## src/pms_pkg.sv

```systemverilog
// ----------------------------------------------------------------------------
// Precharge mode sequencer package
// Shared types and constants for the precharge mode sequencer block.
// ----------------------------------------------------------------------------
package pms_pkg;

  typedef enum logic [2:0] {
    MODE_OFF       = 3'd0,
    MODE_PRECHARGE = 3'd1,
    MODE_PCHFAIL   = 3'd2,
    MODE_CHARGE    = 3'd3,
    MODE_RUN       = 3'd4
  } mode_t;

  localparam int unsigned CFG_PEDAL_MIN        = 0;
  localparam int unsigned CFG_UDC_SWITCH_LEVEL = 1;
  localparam int unsigned CFG_UDC_LIMIT_LEVEL  = 2;
  localparam int unsigned CFG_PCH_TIME_LIMIT   = 3;

  localparam int unsigned CFG_ADDR_W = 2;
  localparam int unsigned CFG_DATA_W = 16;

  localparam int unsigned ST_PEDAL = 0;
  localparam int unsigned ST_BELOW = 1;
  localparam int unsigned ST_LIMIT = 2;

  localparam int unsigned PIN_INV  = 0;
  localparam int unsigned PIN_MAIN = 1;
  localparam int unsigned PIN_NEG  = 2;
  localparam int unsigned PIN_PUMP = 3;
  localparam int unsigned PIN_PREC = 4;

  localparam int unsigned IN_DATA_W  = 64;
  localparam int unsigned OUT_DATA_W = 16;

  typedef struct packed {
    logic [15:0] pch_time_limit;
    logic [9:0]  udc_limit_level;
    logic [9:0]  udc_switch_level;
    logic [11:0] pedal_min;
  } cfg_t;

  typedef struct packed {
    logic [31:0] time_now;
    logic        charge_request;
    logic        vehicle_ready;
    logic        start_signal;
    logic [9:0]  link_volts;
    logic [11:0] pedal_value;
  } item_t;

  typedef struct packed {
    logic        force_neutral;
    logic        clear_errors;
    logic        precharge_error;
    logic        precharge_relay;
    logic        coolant_pump;
    logic        negative_contactor;
    logic        main_contactor;
    logic        inverter_power;
    logic [2:0]  status_bits;
    logic [2:0]  mode;
  } result_t;

  localparam int unsigned ITEM_W   = $bits(item_t);
  localparam int unsigned RESULT_W = $bits(result_t);

endpackage

```

## src/precharge_mode_sequencer.sv

```systemverilog
// ----------------------------------------------------------------------------
// Precharge mode sequencer
// Top level: input register, status compare, mode sequencer, result register.
// ----------------------------------------------------------------------------
// Each input beat is one control tick carrying the throttle reading, the DC
// link voltage, the start, ready and charge request signals and the current
// time. Each beat produces exactly one result beat with the new mode, the
// three status bits, the held output pins and the per-tick event flags.
// The thresholds and the precharge timeout are set through the cfg_wen,
// cfg_addr and cfg_wdata write port; the user must set them only while no
// beats are in flight, which the block does not enforce. An accepted beat
// waits in the input register until the result register is empty or being
// read, then loads into it, raising m_tvalid. Throughput is one beat per cycle
// without a stall: input and result registers form a two-stage pipeline, and
// the sequencer state is updated in the same cycle the result register loads.
// When the receiver stalls, the result register holds its beat, the input
// register holds the next one, and s_tready drops until the stall clears.
// A synchronous reset returns the sequencer to off mode with all outputs off
// and restores the register defaults; both pipeline stages come up empty.
// ----------------------------------------------------------------------------
module precharge_mode_sequencer (
  input  logic                           clk,
  input  logic                           rst,
  input  logic                           cfg_wen,
  input  logic [pms_pkg::CFG_ADDR_W-1:0] cfg_addr,
  input  logic [pms_pkg::CFG_DATA_W-1:0] cfg_wdata,
  input  logic                           s_tvalid,
  output logic                           s_tready,
  // pedal_value[11:0], link_volts[21:12], start_signal[22], vehicle_ready[23],
  // charge_request[24], time_now[56:25], zero fill above
  input  logic [pms_pkg::IN_DATA_W-1:0]  s_tdata,
  output logic                           m_tvalid,
  input  logic                           m_tready,
  // mode[2:0], status_bits[5:3], inverter_power[6], main_contactor[7],
  // negative_contactor[8], coolant_pump[9], precharge_relay[10],
  // precharge_error[11], clear_errors[12], force_neutral[13], zero fill above
  output logic [pms_pkg::OUT_DATA_W-1:0] m_tdata
);
  import pms_pkg::*;

  cfg_t       cfg;
  logic       in_valid;
  item_t      in_item;
  logic       out_valid;
  result_t    out_res;
  logic       advance;
  logic [2:0] status_bits;
  result_t    res;

  assign advance  = in_valid && (!out_valid || m_tready);
  assign s_tready = !in_valid || advance;
  assign m_tvalid = out_valid;
  assign m_tdata  = {{(OUT_DATA_W - RESULT_W){1'b0}}, out_res};

  always_ff @(posedge clk) begin
    if (rst) begin
      in_valid <= 1'b0;
    end else if (s_tready) begin
      in_valid <= s_tvalid;
    end
  end

  always_ff @(posedge clk) begin
    if (s_tready && s_tvalid) begin
      in_item <= item_t'(s_tdata[ITEM_W-1:0]);
    end
  end

  always_ff @(posedge clk) begin
    if (rst) begin
      out_valid <= 1'b0;
    end else if (advance) begin
      out_valid <= 1'b1;
    end else if (m_tready) begin
      out_valid <= 1'b0;
    end
  end

  always_ff @(posedge clk) begin
    if (advance) begin
      out_res <= res;
    end
  end

  pms_cfg u_cfg (
    .clk       (clk),
    .rst       (rst),
    .cfg_wen   (cfg_wen),
    .cfg_addr  (cfg_addr),
    .cfg_wdata (cfg_wdata),
    .cfg       (cfg)
  );

  pms_status u_status (
    .cfg         (cfg),
    .item        (in_item),
    .status_bits (status_bits)
  );

  pms_seq u_seq (
    .clk         (clk),
    .rst         (rst),
    .advance     (advance),
    .cfg         (cfg),
    .item        (in_item),
    .status_bits (status_bits),
    .res         (res)
  );

endmodule

```

## src/pms_cfg.sv

```systemverilog
// ----------------------------------------------------------------------------
// Configuration registers
// Holds the four threshold and timeout registers written through the port.
// ----------------------------------------------------------------------------
module pms_cfg (
  input  logic                          clk,
  input  logic                          rst,
  input  logic                          cfg_wen,
  input  logic [pms_pkg::CFG_ADDR_W-1:0] cfg_addr,
  input  logic [pms_pkg::CFG_DATA_W-1:0] cfg_wdata,
  output pms_pkg::cfg_t                 cfg
);
  import pms_pkg::*;

  always_ff @(posedge clk) begin
    if (rst) begin
      cfg.pedal_min        <= 12'd0;
      cfg.udc_switch_level <= 10'd0;
      cfg.udc_limit_level  <= 10'd1023;
      cfg.pch_time_limit   <= 16'd5;
    end else if (cfg_wen) begin
      unique case (cfg_addr)
        CFG_ADDR_W'(CFG_PEDAL_MIN):        cfg.pedal_min <= cfg_wdata[11:0];
        CFG_ADDR_W'(CFG_UDC_SWITCH_LEVEL): cfg.udc_switch_level <= cfg_wdata[9:0];
        CFG_ADDR_W'(CFG_UDC_LIMIT_LEVEL):  cfg.udc_limit_level <= cfg_wdata[9:0];
        CFG_ADDR_W'(CFG_PCH_TIME_LIMIT):   cfg.pch_time_limit <= cfg_wdata;
        default: ;
      endcase
    end
  end

endmodule

```

## src/pms_status.sv

```systemverilog
// ----------------------------------------------------------------------------
// Status compare
// Forms the pedal pressed, below switch level and at limit status bits.
// ----------------------------------------------------------------------------
module pms_status (
  input  pms_pkg::cfg_t  cfg,
  input  pms_pkg::item_t item,
  output logic [2:0]     status_bits
);
  import pms_pkg::*;

  always_comb begin
    status_bits           = 3'b000;
    status_bits[ST_PEDAL] = item.pedal_value > cfg.pedal_min;
    status_bits[ST_BELOW] = item.link_volts < cfg.udc_switch_level;
    status_bits[ST_LIMIT] = item.link_volts >= cfg.udc_limit_level;
  end

endmodule

```

## src/pms_seq.sv

```systemverilog
// ----------------------------------------------------------------------------
// Mode sequencer
// Steps the five-mode sequencer and the held output pins once per beat.
// ----------------------------------------------------------------------------
module pms_seq (
  input  logic             clk,
  input  logic             rst,
  input  logic             advance,
  input  pms_pkg::cfg_t    cfg,
  input  pms_pkg::item_t   item,
  input  logic [2:0]       status_bits,
  output pms_pkg::result_t res
);
  import pms_pkg::*;

  logic [2:0]  mode;
  logic        start_pending;
  logic        begun_by_start;
  logic        begun_by_charge;
  logic [31:0] begin_time;
  logic [4:0]  pins;

  logic [2:0]  mode_next;
  logic        start_pending_next;
  logic        begun_by_start_next;
  logic        begun_by_charge_next;
  logic [31:0] begin_time_next;
  logic [4:0]  pins_next;
  logic        err;
  logic        clr;
  logic        neutral;
  logic [31:0] deadline;
  logic        timed_out;

  assign deadline  = begin_time + {16'd0, cfg.pch_time_limit};
  assign timed_out = status_bits[ST_BELOW] && (item.time_now > deadline);

  always_comb begin
    mode_next            = mode;
    start_pending_next   = start_pending;
    begun_by_start_next  = begun_by_start;
    begun_by_charge_next = begun_by_charge;
    begin_time_next      = begin_time;
    pins_next            = pins;
    err                  = 1'b0;
    clr                  = 1'b0;
    neutral              = 1'b0;
    unique case (mode)
      MODE_PRECHARGE: begin
        if (!item.charge_request) begin
          pins_next[PIN_INV] = 1'b1;
        end
        pins_next[PIN_NEG]  = 1'b1;
        pins_next[PIN_PUMP] = 1'b1;
        pins_next[PIN_PREC] = 1'b1;
        if (status_bits == 3'b000) begin
          if (start_pending) begin
            mode_next          = MODE_RUN;
            start_pending_next = 1'b0;
          end else if (item.charge_request) begin
            mode_next = MODE_CHARGE;
          end
        end
        if (begun_by_charge && !item.charge_request) begin
          mode_next = MODE_OFF;
        end
        if (begun_by_start && !item.vehicle_ready) begin
          mode_next = MODE_OFF;
        end
        if (timed_out) begin
          pins_next[PIN_PREC] = 1'b0;
          err                 = 1'b1;
          mode_next           = MODE_PCHFAIL;
        end
      end
      MODE_PCHFAIL: begin
        start_pending_next = 1'b0;
        if (begun_by_charge && !item.charge_request) begin
          mode_next = MODE_OFF;
        end
        if (begun_by_start && !item.vehicle_ready) begin
          mode_next = MODE_OFF;
        end
      end
      MODE_CHARGE: begin
        pins_next[PIN_MAIN] = 1'b1;
        clr                 = 1'b1;
        if (!item.charge_request) begin
          mode_next = MODE_OFF;
        end
      end
      MODE_RUN: begin
        pins_next[PIN_MAIN] = 1'b1;
        clr                 = 1'b1;
        if (!item.vehicle_ready) begin
          mode_next = MODE_OFF;
        end
      end
      default: begin
        mode_next            = MODE_OFF;
        begun_by_start_next  = 1'b0;
        begun_by_charge_next = 1'b0;
        pins_next            = 5'b00000;
        neutral              = 1'b1;
        start_pending_next   = 1'b0;
        if ((item.pedal_value < cfg.pedal_min) && item.start_signal &&
            item.vehicle_ready) begin
          start_pending_next  = 1'b1;
          mode_next           = MODE_PRECHARGE;
          begin_time_next     = item.time_now;
          begun_by_start_next = 1'b1;
        end
        if (item.charge_request) begin
          mode_next            = MODE_PRECHARGE;
          begin_time_next      = item.time_now;
          begun_by_charge_next = 1'b1;
        end
      end
    endcase
  end

  always_comb begin
    res.mode               = mode_next;
    res.status_bits        = status_bits;
    res.inverter_power     = pins_next[PIN_INV];
    res.main_contactor     = pins_next[PIN_MAIN];
    res.negative_contactor = pins_next[PIN_NEG];
    res.coolant_pump       = pins_next[PIN_PUMP];
    res.precharge_relay    = pins_next[PIN_PREC];
    res.precharge_error    = err;
    res.clear_errors       = clr;
    res.force_neutral      = neutral;
  end

  always_ff @(posedge clk) begin
    if (rst) begin
      mode            <= MODE_OFF;
      start_pending   <= 1'b0;
      begun_by_start  <= 1'b0;
      begun_by_charge <= 1'b0;
      begin_time      <= 32'd0;
      pins            <= 5'b00000;
    end else if (advance) begin
      mode            <= mode_next;
      start_pending   <= start_pending_next;
      begun_by_start  <= begun_by_start_next;
      begun_by_charge <= begun_by_charge_next;
      begin_time      <= begin_time_next;
      pins            <= pins_next;
    end
  end

  a_err_to_fail: assert property (@(posedge clk) disable iff (rst)
    advance && res.precharge_error |=> mode == MODE_PCHFAIL)
    else $error("precharge failure did not enter the failed mode");

  a_err_drops_relay: assert property (@(posedge clk) disable iff (rst)
    advance && res.precharge_error |-> !res.precharge_relay)
    else $error("precharge relay held on a failure beat");

  a_clr_modes: assert property (@(posedge clk) disable iff (rst)
    advance |-> res.clear_errors == (mode == MODE_CHARGE || mode == MODE_RUN))
    else $error("clear errors flag does not match the mode");

  a_neutral_off: assert property (@(posedge clk) disable iff (rst)
    advance && res.force_neutral |-> pins_next[PIN_MAIN] == 1'b0)
    else $error("main contactor left on from off mode");

endmodule

```

## config.mk

```make
export PLATFORM = sky130hd
export DESIGN_NAME = precharge_mode_sequencer
export DESIGN_NICKNAME = d
export VERILOG_FILES = /design/src/pms_pkg.sv /design/src/precharge_mode_sequencer.sv /design/src/pms_cfg.sv /design/src/pms_status.sv /design/src/pms_seq.sv
export SDC_FILE = /design/constraint.sdc
export NUM_CORES = 1
export LEC_CHECK = 0
export ABC_AREA = 1
export BUFFER_PORTS_ARGS = -buffer_cell sky130_fd_sc_hd__buf_2
export CAP_MARGIN = 25
export CORE_MARGIN = 2
export CORE_UTILIZATION = 40
export DETAILED_ROUTE_END_ITERATION = 8
export PLACE_DENSITY = 0.69
export SKIP_CTS_REPAIR_TIMING = 1
export SYNTH_ARGS = -nofsm -noshare
export SYNTH_HDL_FRONTEND = slang
export SYNTH_SLANG_ARGS = --single-unit
```

## constraint.sdc

```tcl
create_clock -name clk -period 3.5 [get_ports clk]
set_input_delay 0.35 -clock clk [delete_from_list [all_inputs] [get_ports clk]]
set_output_delay 0.35 -clock clk [all_outputs]
set_load 0.005 [all_outputs]
```

==> results.yml <==
route:
  drc: 0
  first_pass_iters: 5
  vias: 6315
  routedWlPerCell_um: 13.7
  via_per_inst: 4.78
  drt_iter0_markers: 317
  ant_nets: 0
  drt-total-wl_mm: 18.0
synthesis:
  synth_top_area_share_pct: 25.7
  synth_cell_types: 39
  synthCells: 929
  synth_seq_cells: 164
  synth_edf_count: 71
  synth_most_common_cell: "nand2_1"
  syn_area_sq_um: 8290
  yosysTopAreaCell: "edfxtp_1"
  ys_warn_count: 0
  ys_seq_area_share_pct: 48.2
  synth_area_leaders: "edfxtp_1 26%, dfxtp_1 22%, ha_1 12%"
  synthTopCellsByCount: "139 x nand2_1, 116 x nor2_1, 99 x inv_1"
  ys_async_sr_fraction_pct: 0
  avgSynthCellArea_sq_um: 8.92
  synthFlopType: "dfxtp_1"
final_layout:
  layout.nets: 1205
  area_growth_pct: 17.6
  diodes: 0
  design_area_sq_um: 9750
  final_cell_count_no_fill: 1321
  drive_above_1_share_pct: 19.5
global_route:
  grt_pass1_wl_mm: 30.0
  grt_antenna_before_repair: 0
  overflow: 0
  groute.usage.overall_pct: 17.2
  grt_max_degree: 41
  grt_pass1_vias: 6241
timing:
  timing.final.hold_violations: 0
  hold_ws_ps: 96.9
  fin_crit_ps: 3330
  rsz0062_at_grt: "yes"
  setup_violations: 0
  fmax_mhz: 300
  slew_viol_final: 0
  relSlewSlack_pct: 52.6
  period_share_pct: 95.2
  worstMarginPinSlew_ps: 711
  skew_ps: 10.2
  setup_ws_ps: 167
power_and_ir_drop:
  power_frac_seq_pct: 48.7
  p_switching_mw: 1.19
  peakVddDrop_v: 0.000293
  p_leak_nw: 4.23
  cellPowerDensity_nw_per_um2: 461
  swShare_pct: 26.4
  clkPwrFrac_pct: 37.8
  power.internal_mw: 3.31
  comb_power_share_pct: 13.5
placement:
  post-place-ws_ps: -81.4
  place_hpwl_mm: 13.1
  gp_congestion: 0.877
  place_inst: 1286
  placed_area_sq_um: 9100
  io_buffers: 95
cts:
  clockRootBuffer: "clkbuf_16"
  ctsLongestPathBuffers: 2
  cts_tree: "yes"
  clock_latency_ps: 430
  numCtsBuffers: 17
  cts_sinks: 164
  cts_max_level: 4
  clk_pin_slew_ps: 60
status:
  outcome: "finished clean"
floorplanning:
  coreArea_sq_um: 20300
  dieArea_sq_um: 21900
  fp.dieH_um: 148
  num_io_pins: 105
  die_x_um: 148
  num_rows: 52
  start_util_pct: 40.8
critical_path:
  r2r_slack_ps: 170
  worstPathMaxFanout: 4
  required_ps: 3670
  end_kind: "flip-flop"
  crit_arrival_ps: 3500
  critPathKind: "flip-flop to flip-flop"
  startpoint_type: "flip-flop"
flow_run:
  drv_cap: 0
min_path:
  hold_class: "input pin to flip-flop"
-- logic make-up after synthesis --
logic type | share of synthesized area, %
other | 0.0453
adder cells (fa/ha/maj) | 12.2
XOR/XNOR | 3.17
flip-flops | 48.2
AND/OR/NAND/NOR | 15.6
buffers and inverters | 6.46
AO/OA/AOI/OAI | 14.3
-- registers in the layout (all words and copies together), names as in the netlist --
name	count
u_seq.pins	5
in_valid	1
u_seq.mode	3
u_cfg.cfg	48
m_tvalid	1
m_tdata	14
u_seq.begun_by_charge	1
u_seq.begun_by_start	1
u_seq.begin_time	32
u_seq.start_pending	1
in_item	57
-- final timing paths --
check / from / to / depth (start not counted)
setup reg to reg: u_cfg.cfg[32] / m_tdata[1] / 19
setup / recovery: u_cfg.cfg[32] / m_tdata[1] / 19
hold / removal: s_tdata[19] / in_item[19] / 1
hold reg to reg: u_cfg.cfg[13] / u_cfg.cfg[13] / 2
-- worst max-delay path, cell delays in order (launching register included) --
cell and delay, ps:
dfxtp_2 360, ha_4 150, inv_2 40, fa_2 360, o21ai_2 170, a21oi_2 100
o21bai_2 170, nand3_2 130, nand2_4 110, buf_4 120, nand4_1 90, xor2_1 170
ha_1 300, nand2_1 110, nor2_2 140, nand4_1 120, nor2_2 180, nor2_2 60
nand3_1 110, nand3_1 100
-- through the flow --
stage                     util [%]  total power [mW]  setup TNS (ps)
after floorplan                  -              2.63               0
after global placement        44.8              2.80           -16.5
after detailed placement      44.8              2.82            -360
after CTS                     47.4              4.53            -483
after global routing          48.0              4.72            -569
final                         48.0              4.49               0
-- power groups by stage --
stage	Sequential [mW]	Clock, mW	Combinational (mW)
global route	2.20	1.82	0.703
global placement	2.23	0	0.575
floorplan	2.21	0	0.418
CTS	2.19	1.74	0.595
finish	2.19	1.70	0.605
detailed placement	2.23	0	0.589
-- cell usage in the layout, fill, tap and decap left out, types with 3 or more instances in the layout --
master      count
clkbuf_1        5
inv_2           8
nand2_1       137
clkbuf_16      18
dfxtp_1        91
inv_1          97
edfxtp_1       71
xnor2_1        12
clkinv_2        4
a21o_1          6
nand4_1         9
nand2_2         5
nand3_2         4
nor2_1        113
o21a_1          3
o21ai_0        62
a21oi_2        16
o21ai_1        24
clkinvlp_4      3
xor2_1         18
nor4_1          3
nand3_1        19
buf_4          18
o21ai_2        10
a21oi_1        73
buf_2          95
nor3_1          7
nor2_2          4
ha_1           78
o211ai_1       10
nor3_2          7
-- layout make-up --
type | count | area [sq um]
multi-input cells | 634 | 3860
inverters | 107 | 404
clock inverters | 9 | 57.6
flip-flops and latches | 164 | 4000
clock buffers | 23 | 469
repair buffers | 114 | 622
fillers | 1950 | 10600
well taps | 270 | 338
-- layer usage --
layer	vias to the layer above	track usage [%]	part of all wire [%]
li1	3337	-	-
met4	0	4.67	1.7
met3	24	3.58	3.3
met1	2837	22.7	49
met5	-	0	0
met2	117	28.9	46
(Power assumes the default switching activity.)
